[src/hdl/frr_pkg.sv]
package frr_pkg;

    localparam logic [1:0] MODE_SERIAL   = 2'd0;
    localparam logic [1:0] MODE_TICK     = 2'd1;
    localparam logic [1:0] MODE_POLL     = 2'd2;
    localparam logic [1:0] MODE_SET_IDLE = 2'd3;

    localparam logic [7:0] RESET_MARKER    = 8'h5A;
    localparam logic [7:0] RESET_IDLE_RATE = 8'd12;

    typedef struct packed {
        logic [1:0] mode;
        logic [7:0] data_byte;
        logic       host_ready;
    } frr_item_t;

    typedef struct packed {
        logic [7:0] third_axis;
        logic [7:0] second_axis;
        logic [7:0] first_axis;
        logic [7:0] buttons;
    } frr_report_t;

endpackage

[src/hdl/frr_if.sv]
interface frr_in_if;
    import frr_pkg::*;

    logic       valid;
    logic       ready;
    logic [1:0] mode;
    logic [7:0] data_byte;
    logic       host_ready;

    modport source (output valid, output mode, output data_byte, output host_ready,
                    input ready);
    modport sink   (input valid, input mode, input data_byte, input host_ready,
                    output ready);
endinterface

interface frr_out_if;
    logic       valid;
    logic       ready;
    logic [7:0] buttons;
    logic [7:0] first_axis;
    logic [7:0] second_axis;
    logic [7:0] third_axis;

    modport source (output valid, output buttons, output first_axis,
                    output second_axis, output third_axis, input ready);
    modport sink   (input valid, input buttons, input first_axis,
                    input second_axis, input third_axis, output ready);
endinterface

[src/hdl/frr_core.sv]
module frr_core
    import frr_pkg::*;
(
    input  logic        clk,
    input  logic        rst_n,
    input  logic        step,
    input  frr_item_t   item,
    input  logic [7:0]  frame_marker,
    output logic        emit,
    output frr_report_t report
);

    localparam logic [2:0] POS_WAIT = 3'd0;
    localparam logic [2:0] POS_X    = 3'd1;
    localparam logic [2:0] POS_Y    = 3'd2;
    localparam logic [2:0] POS_Z    = 3'd3;
    localparam logic [2:0] POS_B    = 3'd4;

    logic [2:0]  pos_reg,     pos_next;
    logic [7:0]  held_x_reg,  held_x_next;
    logic [7:0]  held_y_reg,  held_y_next;
    logic [7:0]  held_z_reg,  held_z_next;
    logic [31:0] built_reg,   built_next;
    logic [31:0] sent_reg,    sent_next;
    logic        pending_reg, pending_next;
    logic [7:0]  count_reg,   count_next;
    logic [7:0]  rate_reg,    rate_next;

    logic [2:0]  pos_mid;
    logic [7:0]  count_inc;
    logic        pend_poll;

    always_comb
    begin
        pos_next     = pos_reg;
        held_x_next  = held_x_reg;
        held_y_next  = held_y_reg;
        held_z_next  = held_z_reg;
        built_next   = built_reg;
        sent_next    = sent_reg;
        pending_next = pending_reg;
        count_next   = count_reg;
        rate_next    = rate_reg;
        emit         = 1'b0;
        pos_mid      = pos_reg;
        count_inc    = count_reg + 8'd1;
        pend_poll    = pending_reg || (built_reg != sent_reg);

        case (item.mode)
            MODE_SERIAL:
            begin
                case (pos_reg)
                    POS_WAIT: pos_mid = POS_WAIT;
                    POS_X:
                    begin
                        held_x_next = item.data_byte;
                        pos_mid     = POS_Y;
                    end
                    POS_Y:
                    begin
                        held_y_next = item.data_byte;
                        pos_mid     = POS_Z;
                    end
                    POS_Z:
                    begin
                        held_z_next = item.data_byte;
                        pos_mid     = POS_B;
                    end
                    default:
                    begin
                        // last frame byte, or an unreachable code: close the frame
                        built_next = {held_z_reg, held_y_reg, held_x_reg, item.data_byte};
                        pos_mid    = POS_WAIT;
                    end
                endcase
                // a marker that closes a frame also opens the next one
                if ((item.data_byte == frame_marker) && (pos_mid == POS_WAIT))
                    pos_next = POS_X;
                else
                    pos_next = pos_mid;
            end
            MODE_TICK:
            begin
                if (count_inc >= rate_reg)
                begin
                    count_next   = 8'd0;
                    pending_next = 1'b1;
                end
                else
                begin
                    count_next = count_inc;
                end
            end
            MODE_SET_IDLE:
            begin
                rate_next = item.data_byte;
            end
            default:
            begin
                if (pend_poll && item.host_ready)
                begin
                    pending_next = 1'b0;
                    sent_next    = built_reg;
                    emit         = 1'b1;
                end
                else
                begin
                    pending_next = pend_poll;
                end
            end
        endcase

        if (!step)
            emit = 1'b0;
    end

    assign report = frr_report_t'(built_reg);

    always_ff @(posedge clk or negedge rst_n)
    begin
        if (!rst_n)
        begin
            pos_reg     <= POS_WAIT;
            held_x_reg  <= 8'd0;
            held_y_reg  <= 8'd0;
            held_z_reg  <= 8'd0;
            built_reg   <= 32'd0;
            sent_reg    <= 32'd0;
            pending_reg <= 1'b0;
            count_reg   <= 8'd0;
            rate_reg    <= RESET_IDLE_RATE;
        end
        else if (step)
        begin
            pos_reg     <= pos_next;
            held_x_reg  <= held_x_next;
            held_y_reg  <= held_y_next;
            held_z_reg  <= held_z_next;
            built_reg   <= built_next;
            sent_reg    <= sent_next;
            pending_reg <= pending_next;
            count_reg   <= count_next;
            rate_reg    <= rate_next;
        end
    end

    a_pos_range: assert property (@(posedge clk) disable iff (!rst_n)
        pos_reg <= POS_B)
        else $error("frame position out of range");

    a_emit_poll: assert property (@(posedge clk) disable iff (!rst_n)
        emit |-> (step && item.mode == MODE_POLL && item.host_ready))
        else $error("report sent on a non-poll item");

    a_emit_clears: assert property (@(posedge clk) disable iff (!rst_n)
        emit |=> (!pending_reg && sent_reg == $past(built_reg)))
        else $error("sent report not recorded");

endmodule

[src/hdl/framed_report_relay_top.sv]
// Path: a poll beat is accepted into the input register, and its report is
// loaded into the result register when the input register advances.
// Throughput: one item per cycle; the input register advances whenever the
// result register is empty or being drained.
// Reset: rst_n asynchronous, active low; clears the valid flags and the core
// state (not the data registers), marker 0x5A, idle rate 12.
module framed_report_relay_top
    import frr_pkg::*;
(
    input  logic        clk,
    input  logic        rst_n,
    frr_in_if.sink      req,
    frr_out_if.source   rpt,
    input  logic        psel,
    input  logic        penable,
    input  logic        pwrite,
    input  logic [2:0]  paddr,
    input  logic [31:0] pwdata,
    output logic [31:0] prdata,
    output logic        pready
);

    logic [7:0]  marker_reg;
    logic        stage_valid_reg;
    frr_item_t   stage_reg;
    logic        out_valid_reg;
    frr_report_t out_reg;

    logic        advance;
    logic        emit;
    frr_report_t report;

    assign pready = 1'b1;
    assign prdata = paddr[2] ? 32'd0 : {24'd0, marker_reg};

    always_ff @(posedge clk or negedge rst_n)
    begin
        if (!rst_n)
            marker_reg <= RESET_MARKER;
        else if (psel && penable && pwrite && !paddr[2])
            marker_reg <= pwdata[7:0];
    end

    assign advance   = stage_valid_reg && (!out_valid_reg || rpt.ready);
    assign req.ready = !stage_valid_reg || advance;

    always_ff @(posedge clk or negedge rst_n)
    begin
        if (!rst_n)
            stage_valid_reg <= 1'b0;
        else if (req.ready)
            stage_valid_reg <= req.valid;
    end

    always_ff @(posedge clk)
    begin
        if (req.valid && req.ready)
            stage_reg <= '{mode: req.mode, data_byte: req.data_byte,
                           host_ready: req.host_ready};
    end

    frr_core u_core (
        .clk          (clk),
        .rst_n        (rst_n),
        .step         (advance),
        .item         (stage_reg),
        .frame_marker (marker_reg),
        .emit         (emit),
        .report       (report)
    );

    always_ff @(posedge clk or negedge rst_n)
    begin
        if (!rst_n)
            out_valid_reg <= 1'b0;
        else if (emit)
            out_valid_reg <= 1'b1;
        else if (rpt.ready)
            out_valid_reg <= 1'b0;
    end

    always_ff @(posedge clk)
    begin
        if (emit)
            out_reg <= report;
    end

    assign rpt.valid       = out_valid_reg;
    assign rpt.buttons     = out_reg.buttons;
    assign rpt.first_axis  = out_reg.first_axis;
    assign rpt.second_axis = out_reg.second_axis;
    assign rpt.third_axis  = out_reg.third_axis;

    a_no_overwrite: assert property (@(posedge clk) disable iff (!rst_n)
        emit |-> (!out_valid_reg || rpt.ready))
        else $error("result register overwritten before its beat");

    a_rose_from_emit: assert property (@(posedge clk) disable iff (!rst_n)
        $rose(out_valid_reg) |-> $past(emit))
        else $error("result valid without an emitted report");

    a_stage_holds: assert property (@(posedge clk) disable iff (!rst_n)
        (stage_valid_reg && !advance) |=> (stage_valid_reg && $stable(stage_reg)))
        else $error("stalled item lost");

endmodule
[src/flat_wrapper.sv]
// flat-port wrapper written by rule: the top's interface ports become plain ports
module framed_report_relay_top_flat import frr_pkg::*;
  (clk, rst_n, psel, penable, pwrite, paddr, pwdata, prdata, pready, req_valid, req_mode, req_data_byte, req_host_ready, req_ready, rpt_valid, rpt_buttons, rpt_first_axis, rpt_second_axis, rpt_third_axis, rpt_ready);
  frr_in_if req_i ();
  frr_out_if rpt_i ();
  input  logic clk;
  input  logic rst_n;
  input  logic psel;
  input  logic penable;
  input  logic pwrite;
  input  logic [2:0] paddr;
  input  logic [31:0] pwdata;
  output logic [31:0] prdata;
  output logic pready;
  input wire logic [$bits(req_i.valid)-1:0] req_valid;
  input wire logic [$bits(req_i.mode)-1:0] req_mode;
  input wire logic [$bits(req_i.data_byte)-1:0] req_data_byte;
  input wire logic [$bits(req_i.host_ready)-1:0] req_host_ready;
  output wire logic [$bits(req_i.ready)-1:0] req_ready;
  output wire logic [$bits(rpt_i.valid)-1:0] rpt_valid;
  output wire logic [$bits(rpt_i.buttons)-1:0] rpt_buttons;
  output wire logic [$bits(rpt_i.first_axis)-1:0] rpt_first_axis;
  output wire logic [$bits(rpt_i.second_axis)-1:0] rpt_second_axis;
  output wire logic [$bits(rpt_i.third_axis)-1:0] rpt_third_axis;
  input wire logic [$bits(rpt_i.ready)-1:0] rpt_ready;
  assign req_i.valid = req_valid;
  assign req_i.mode = req_mode;
  assign req_i.data_byte = req_data_byte;
  assign req_i.host_ready = req_host_ready;
  assign req_ready = req_i.ready;
  assign rpt_valid = rpt_i.valid;
  assign rpt_buttons = rpt_i.buttons;
  assign rpt_first_axis = rpt_i.first_axis;
  assign rpt_second_axis = rpt_i.second_axis;
  assign rpt_third_axis = rpt_i.third_axis;
  assign rpt_i.ready = rpt_ready;
  framed_report_relay_top u_core (.clk(clk), .rst_n(rst_n), .req(req_i), .rpt(rpt_i), .psel(psel), .penable(penable), .pwrite(pwrite), .paddr(paddr), .pwdata(pwdata), .prdata(prdata), .pready(pready));
endmodule
[config.mk]
export PLATFORM = sky130hd
export DESIGN_NAME = framed_report_relay_top_flat
export DESIGN_NICKNAME = d
export VERILOG_FILES = /design/src/hdl/frr_pkg.sv /design/src/hdl/frr_if.sv /design/src/hdl/frr_core.sv /design/src/hdl/framed_report_relay_top.sv /design/src/flat_wrapper.sv
export SDC_FILE = /design/constraint.sdc
export NUM_CORES = 1
export LEC_CHECK = 0
export ABC_AREA = 1
export BUFFER_PORTS_ARGS = -buffer_cell sky130_fd_sc_hd__buf_2
export CORE_UTILIZATION = 40
export CTS_BUF_LIST = sky130_fd_sc_hd__clkbuf_16
export CTS_CLUSTER_DIAMETER = 200
export DETAILED_ROUTE_END_ITERATION = 8
export GPL_TIMING_DRIVEN = 0
export HOLD_SLACK_MARGIN = 0.02
export PLACE_DENSITY = 0.69
export SYNTH_ARGS = -nofsm -noshare
export SYNTH_HDL_FRONTEND = slang
export SYNTH_HIERARCHICAL = 1
export SYNTH_SLANG_ARGS = --single-unit
[constraint.sdc]
create_clock -name clk -period 4.1 [get_ports clk]
set_input_delay 0 -clock clk [delete_from_list [all_inputs] [get_ports clk]]
set_output_delay 0 -clock clk [all_outputs]
set_load 0.05 [all_outputs]
Word-level counts from Yosys, hierarchy flattened
Cells that the tools add are included.

Register bits after elaboration: 161. Input port bits: 53. Output and inout bits: 67. Logic and storage cells: 74.

Add/subtract/negate cells: 1. Magnitude comparators: 1. Equality and inequality tests: 8. Multiplexer cells: 13. Bitwise gates (word level): 3. Reductions and logical operators: 29.

Operators by type and width (count): $ne A32 B32 Y1 (1); $reduce_and A3 Y1 (6); $mux W8 (2); $pmux W3 S3 (1); $add A8 B1 Y8 const B (1); $eq A8 B8 Y1 (1); $ge A8 B8 Y1 (1); $logic_and A1 B1 Y1 (7); $mux W1 (7); $eq A3 B2 Y1 const B (2); $logic_not A3 Y1 (2); $mux W3 (2); $reduce_and A2 Y1 (3); $reduce_or A4 Y1 (1); $eq A3 B1 Y1 const B (1); $logic_not A1 Y1 (3); $logic_or A1 B1 Y1 (3); $not A1 Y1 (3); $reduce_or A3 Y1 (1); $eq A2 B1 Y1 const B (1); $eq A2 B2 Y1 const B (1); $logic_not A2 Y1 (1); $ne A2 B2 Y1 const B (1); $pmux W1 S2 (1); 2 further kinds (2).

Longest topological paths before layout
Depth after elaboration: 7. Gate-level depth with buffers: 15. Gate-level depth less buffers: 15.

Cells and area by module
Netlist, hierarchy kept.

Modules (own cells, without submodules): frr_core (times used 1, cells an instance 602, area an instance 5113.7 um^2, sequential area each 2705.1 um^2); framed_report_relay_top (times used 1, cells an instance 133, area an instance 1990.7 um^2, sequential area each 1546.5 um^2).

Worst setup path after synthesis
No wires, ideal clock.

Path kind: flip-flop to flip-flop. Start point: register u_core.out_valid_reg (netlist: u_core/rpt.valid). End point: register u_core.out_reg (netlist bit u_core/rpt.buttons[0]) (enable). Library setup time: 387 ps. Arrival time: 2420 ps. Data required time: 3713 ps. Path slack: 1292 ps. Cell stages (with the launch flop): 7. Buffers on the path: 1. Clock period less this slack: 2808 ps. Cells stage by stage: dfrtp_1 > a21boi_0 > inv_1 > nor2_1 > nand2_4 > buf_6 > inv_1.

Longest elaborated chain between the ends: 4.

RTL lines: start: declaration (RTL line framed_report_relay_top.sv:26) `logic out_valid_reg;`; start signal: assignment (RTL line framed_report_relay_top.sv:75) `out_valid_reg <= 1'b0;`; start signal: assignment (RTL line framed_report_relay_top.sv:77) `out_valid_reg <= 1'b1;`; start signal: assignment (RTL line framed_report_relay_top.sv:79) `out_valid_reg <= 1'b0;`; $logic_not A1 Y1 (RTL line framed_report_relay_top.sv:44) `assign advance = stage_valid_reg && (!out_valid_reg || rpt.ready);`; $logic_or A1 B1 Y1 (RTL line framed_report_relay_top.sv:44); $logic_and A1 B1 Y1 (RTL line framed_report_relay_top.sv:44); named net u_core.advance (RTL line framed_report_relay_top.sv:29) `logic advance;`; $mux W1 (RTL line frr_core.sv:113) `if (!step)`; named net u_core.emit (RTL line framed_report_relay_top.sv:30) `logic emit;`; end signal: assignment (RTL line framed_report_relay_top.sv:85) `out_reg <= report;`; end: declaration (RTL line framed_report_relay_top.sv:27) `frr_report_t out_reg;`.

The timed path passes the listed nets, and every way through them passes these cells. A chain may end at the register's enable or synchronous reset.

Worst setup path in the final report
Start point: register u_core.out_valid_reg (netlist: u_core/rpt.valid). End point: register u_core.out_reg (netlist bit u_core/rpt.third_axis[7]) (enable).

The elaborated chain is that of the path after synthesis.

==> out/results.tsv <==
stage	metric	value	unit
status	outcome	finished clean	
global_routing	grt_antenna_before_repair	0	
synthesis	synthCells	735	
synthesis	synth.distinct_cells	34	
floorplan	rows	48	
finish	layout-drive-gt1-share	0.1811	
synthesis	synth_top_area_share	0.3945	
critical_path	crit_buf_inv	4	
timing	hold_violations	0	
global_routing	grt-ovfl-total	0	
critical_path	crit_fanout	20	
clock_network	clock_latency	0.43	ns
placement	place.gp.congestion	0.7696	
timing	worst_slack	1.151	ns
pwr	power_density	592.8	nW/um^2
timing	finalCritPeriodShare	0.7193	
critical_path	cpMaxStageDelayCell	a21boi_0	
floorplan	core	17300	um^2
placement	hpwl	9.725	mm
drt	ant_nets	0	
critical_path	start_kind	flop	
clock_network	h-tree-depth	4	
global_routing	grt_pass1_vias	4873	
synthesis	yosys.area.top_type	dfrtp_1	
global_routing	grt_max_degree	97	
run	maxCapViolCount	0	
clock_network	cts_setup_buffers	0	
global_routing	grt.total_usage	0.1766	
synthesis	ys_seq_elements	161	
drt	drt_iter0_drc	336	
critical_path	critical_path.cell_chain	a21boi_0 > inv_1 > nor2_1 > nand2_4 > buf_6 > clkinv_1 > buf_16	
drt	wirelength	14.91	mm
critical_path	critical-path-max-stage-delay	0.74	ns
critical_path	critPathRequiredTime	4.24	ns
clock_network	cts_sinks	161	
floorplan	die_w	135.3	um
timing	rsz0062_at_grt	false	
critical_path	r2r_cells	7	
drt	drtPass1Iterations	5	
timing	period_needed	2.949	ns
critical_path	path_delay_family	buffers and inverters	
critical_path	cp-end-kind	flop	
floorplan	start_util	0.4107	
hold_path	hold_path.class	in2async	
pwr	leakagePower	0.004526	uW
pwr	ir_worst_vdd	0.2928	mV
critical_path	crit_type	reg2reg	
global_routing	grt_pass1_wl	24.67	mm
timing	setup_tns	0	ns
synthesis	ys_warn_count	6	
clock_network	cts.clk_slew.worst_paths	0.06	ns
critical_path	cp.arrival	3.08	ns
floorplan	ios	120	
clock_network	cts_inserted_buffers	17	
finish	fillers	1537	
timing	drv_slew	0	
floorplan	dieArea	18300	um^2
synthesis	yosysSeqAreaShare	0.5985	
drt	wl_per_cell	13.25	um
timing	worst_slew_pin_slew	1.026	ns
critical_path	rrSetupSlack	1.15	ns
clock_network	cts.repair.resized	0	
placement	io_buffers	67	
clock_network	clockBufferDepth	2	
synthesis	netlist_top_cells_area	dfrtp_1 39%, edfxtp_1 18%, nand2_1 11%	
timing	fmax	339.1	MHz
drt	vias	5231	
timing	slew_headroom	0.3135	
drt	viasPerCell	4.650	
finish	n_antenna_cell	0	
clock_network	cts_tree	done	
drt	drcViolationCount	0	
timing	fin_hold_ws	0.1686	ns
finish	nNetsFinal	953	
clock_network	cts-root-buf	clkbuf_16	
synthesis	netlist_area	7104	um^2
synthesis	synth_area_per_cell	9.666	um^2
floorplan	fp.dieH	135.3	um
critical_path	r2r_start	u_core/rpt.valid$_DFFE_PN0P_	
timing	setup_viol	0	
timing	fin_skew	0.008140	ns
finish	syn_to_final_growth	25.17	%
placement	place_ws	0.5729	ns
critical_path	r2r_end	u_core/rpt.third_axis[7]$_DFFE_PP_	
-- routing by layer --
layer	GRT usage	wire length [um]	up-vias
met3	0.03741	596	16
met1	0.2418	7009	2507
met5	0	0	-
met2	0.2783	7124	121
met4	0.05993	176	0
li1	-	-	2587
-- power by group --
part / total (uW) / switching, uW / internal [uW]
logic: 1180 / 703 / 481
clock network: 1620 / 626 / 994
registers: 2470 / 357 / 2110
total: 5270 / 1690 / 3590
-- cells in the mapped netlist (all sizes together) --
library cell and n:
inv 91, dfrtp 112, clkbuf 9, o21ai 52, nor2 41, mux2 11
o22ai 3, a21o 1, dfstp 6, xor2 14, conb 2, nand2 210
ha 13, xnor2 11, nand3b 2, nor4 2, nor3 3, a21boi 2
a21oi 18, buf 35, o211ai 1, edfxtp 43, nand3 49, nand4 4
-- worst register-to-register path: stages (launching register included) --
cell and delay, ns:
dfrtp_1 0.41, a21boi_0 0.74, inv_1 0.09, nor2_1 0.51
nand2_4 0.16, buf_6 0.18, clkinv_1 0.32, buf_16 0.22
-- timing repair --
| item | 4_1_cts | 5_1_grt |
|---|---|---|
| endpoints found under the setup margin | 0 | 0 |
| hold buffers | 41 | 0 |
| endpoints found under the hold margin | 133 | 0 |
-- metrics by stage --
step	instances	util	instance area (um^2)	power (uW)
2_1_floorplan	758	-	7191	3296
3_3_place_gp	1050	0.4514	7807	3569
3_5_place_dp	1051	0.4533	7841	3622
4_1_cts	1124	0.5125	8865	5297
5_1_grt	1125	0.5141	8892	5628
6_report	1125	0.5141	8892	5272
-- final cells by class --
type	instances	area, um^2	area share
Sequential cell	161	4252	0.4781
Multi-Input combinational cell	462	2301	0.2588
Timing Repair Buffer	110	807.0	0.09076
Clock buffer	20	500.5	0.05628
Inverter	91	341.6	0.03841
Buffer	44	296.5	0.03335
Tap cell	225	281.5	0.03166
Clock inverter	12	112.6	0.01266
-- cells by family after synthesis --
kind of cell,Yosys count,share of synthesized area
adder cells (fa/ha/maj),13,0.02290
buffers and inverters,135,0.08982
other,2,0.001057
multiplexers,11,0.01744
flip-flops,161,0.5985
AO/OA/AOI/OAI,77,0.05618
XOR/XNOR,25,0.03082
AND/OR/NAND/NOR,311,0.1833
-- layout by cell type, fill, tap and decap left out, types with 2 or more instances in the layout --
master	netlist	layout
nor3_1	3	3
inv_1	83	87
buf_2	6	72
nand3b_1	2	2
clkinv_2	0	2
nand2_4	2	2
nand4_1	3	3
nor4_1	2	2
buf_6	4	5
dfrtp_1	112	112
xor2_1	14	14
conb_1	2	25
xnor2_1	11	11
o21ai_1	2	2
ha_1	13	13
dlygate4sd3_1	0	41
nor2_1	39	39
o22ai_1	3	3
edfxtp_1	43	43
bufinv_16	0	2
nand3_1	48	48
mux2_2	11	11
a21oi_1	18	18
inv_2	8	8
buf_16	0	2
nand2_1	207	207
dfstp_2	6	6
o21ai_0	50	50
a21boi_0	2	2
clkinv_4	0	2
clkbuf_1	9	9
buf_4	25	25
clkbuf_16	0	20
-- worst max-delay path by stage --
stage | from | endpoint | cells after the start | slack, ns
3_5_place_dp | u_core/rpt.valid$_DFFE_PN0P_ | u_core/rpt.third_axis[7]$_DFFE_PP_ | 6 | 0.57
3_3_place_gp | u_core/rpt.valid$_DFFE_PN0P_ | u_core/rpt.third_axis[7]$_DFFE_PP_ | 6 | 0.61
6_report | u_core/rpt.valid$_DFFE_PN0P_ | u_core/rpt.third_axis[7]$_DFFE_PP_ | 7 | 1.15
2_1_floorplan | u_core/rpt.valid$_DFFE_PN0P_ | u_core/rpt.buttons[0]$_DFFE_PP_ | 6 | 1.29
5_1_grt | u_core/rpt.valid$_DFFE_PN0P_ | u_core/rpt.second_axis[7]$_DFFE_PP_ | 7 | 0.84
4_1_cts | u_core/rpt.valid$_DFFE_PN0P_ | u_core/rpt.second_axis[7]$_DFFE_PP_ | 6 | 0.56
(Power assumes the default switching activity.)
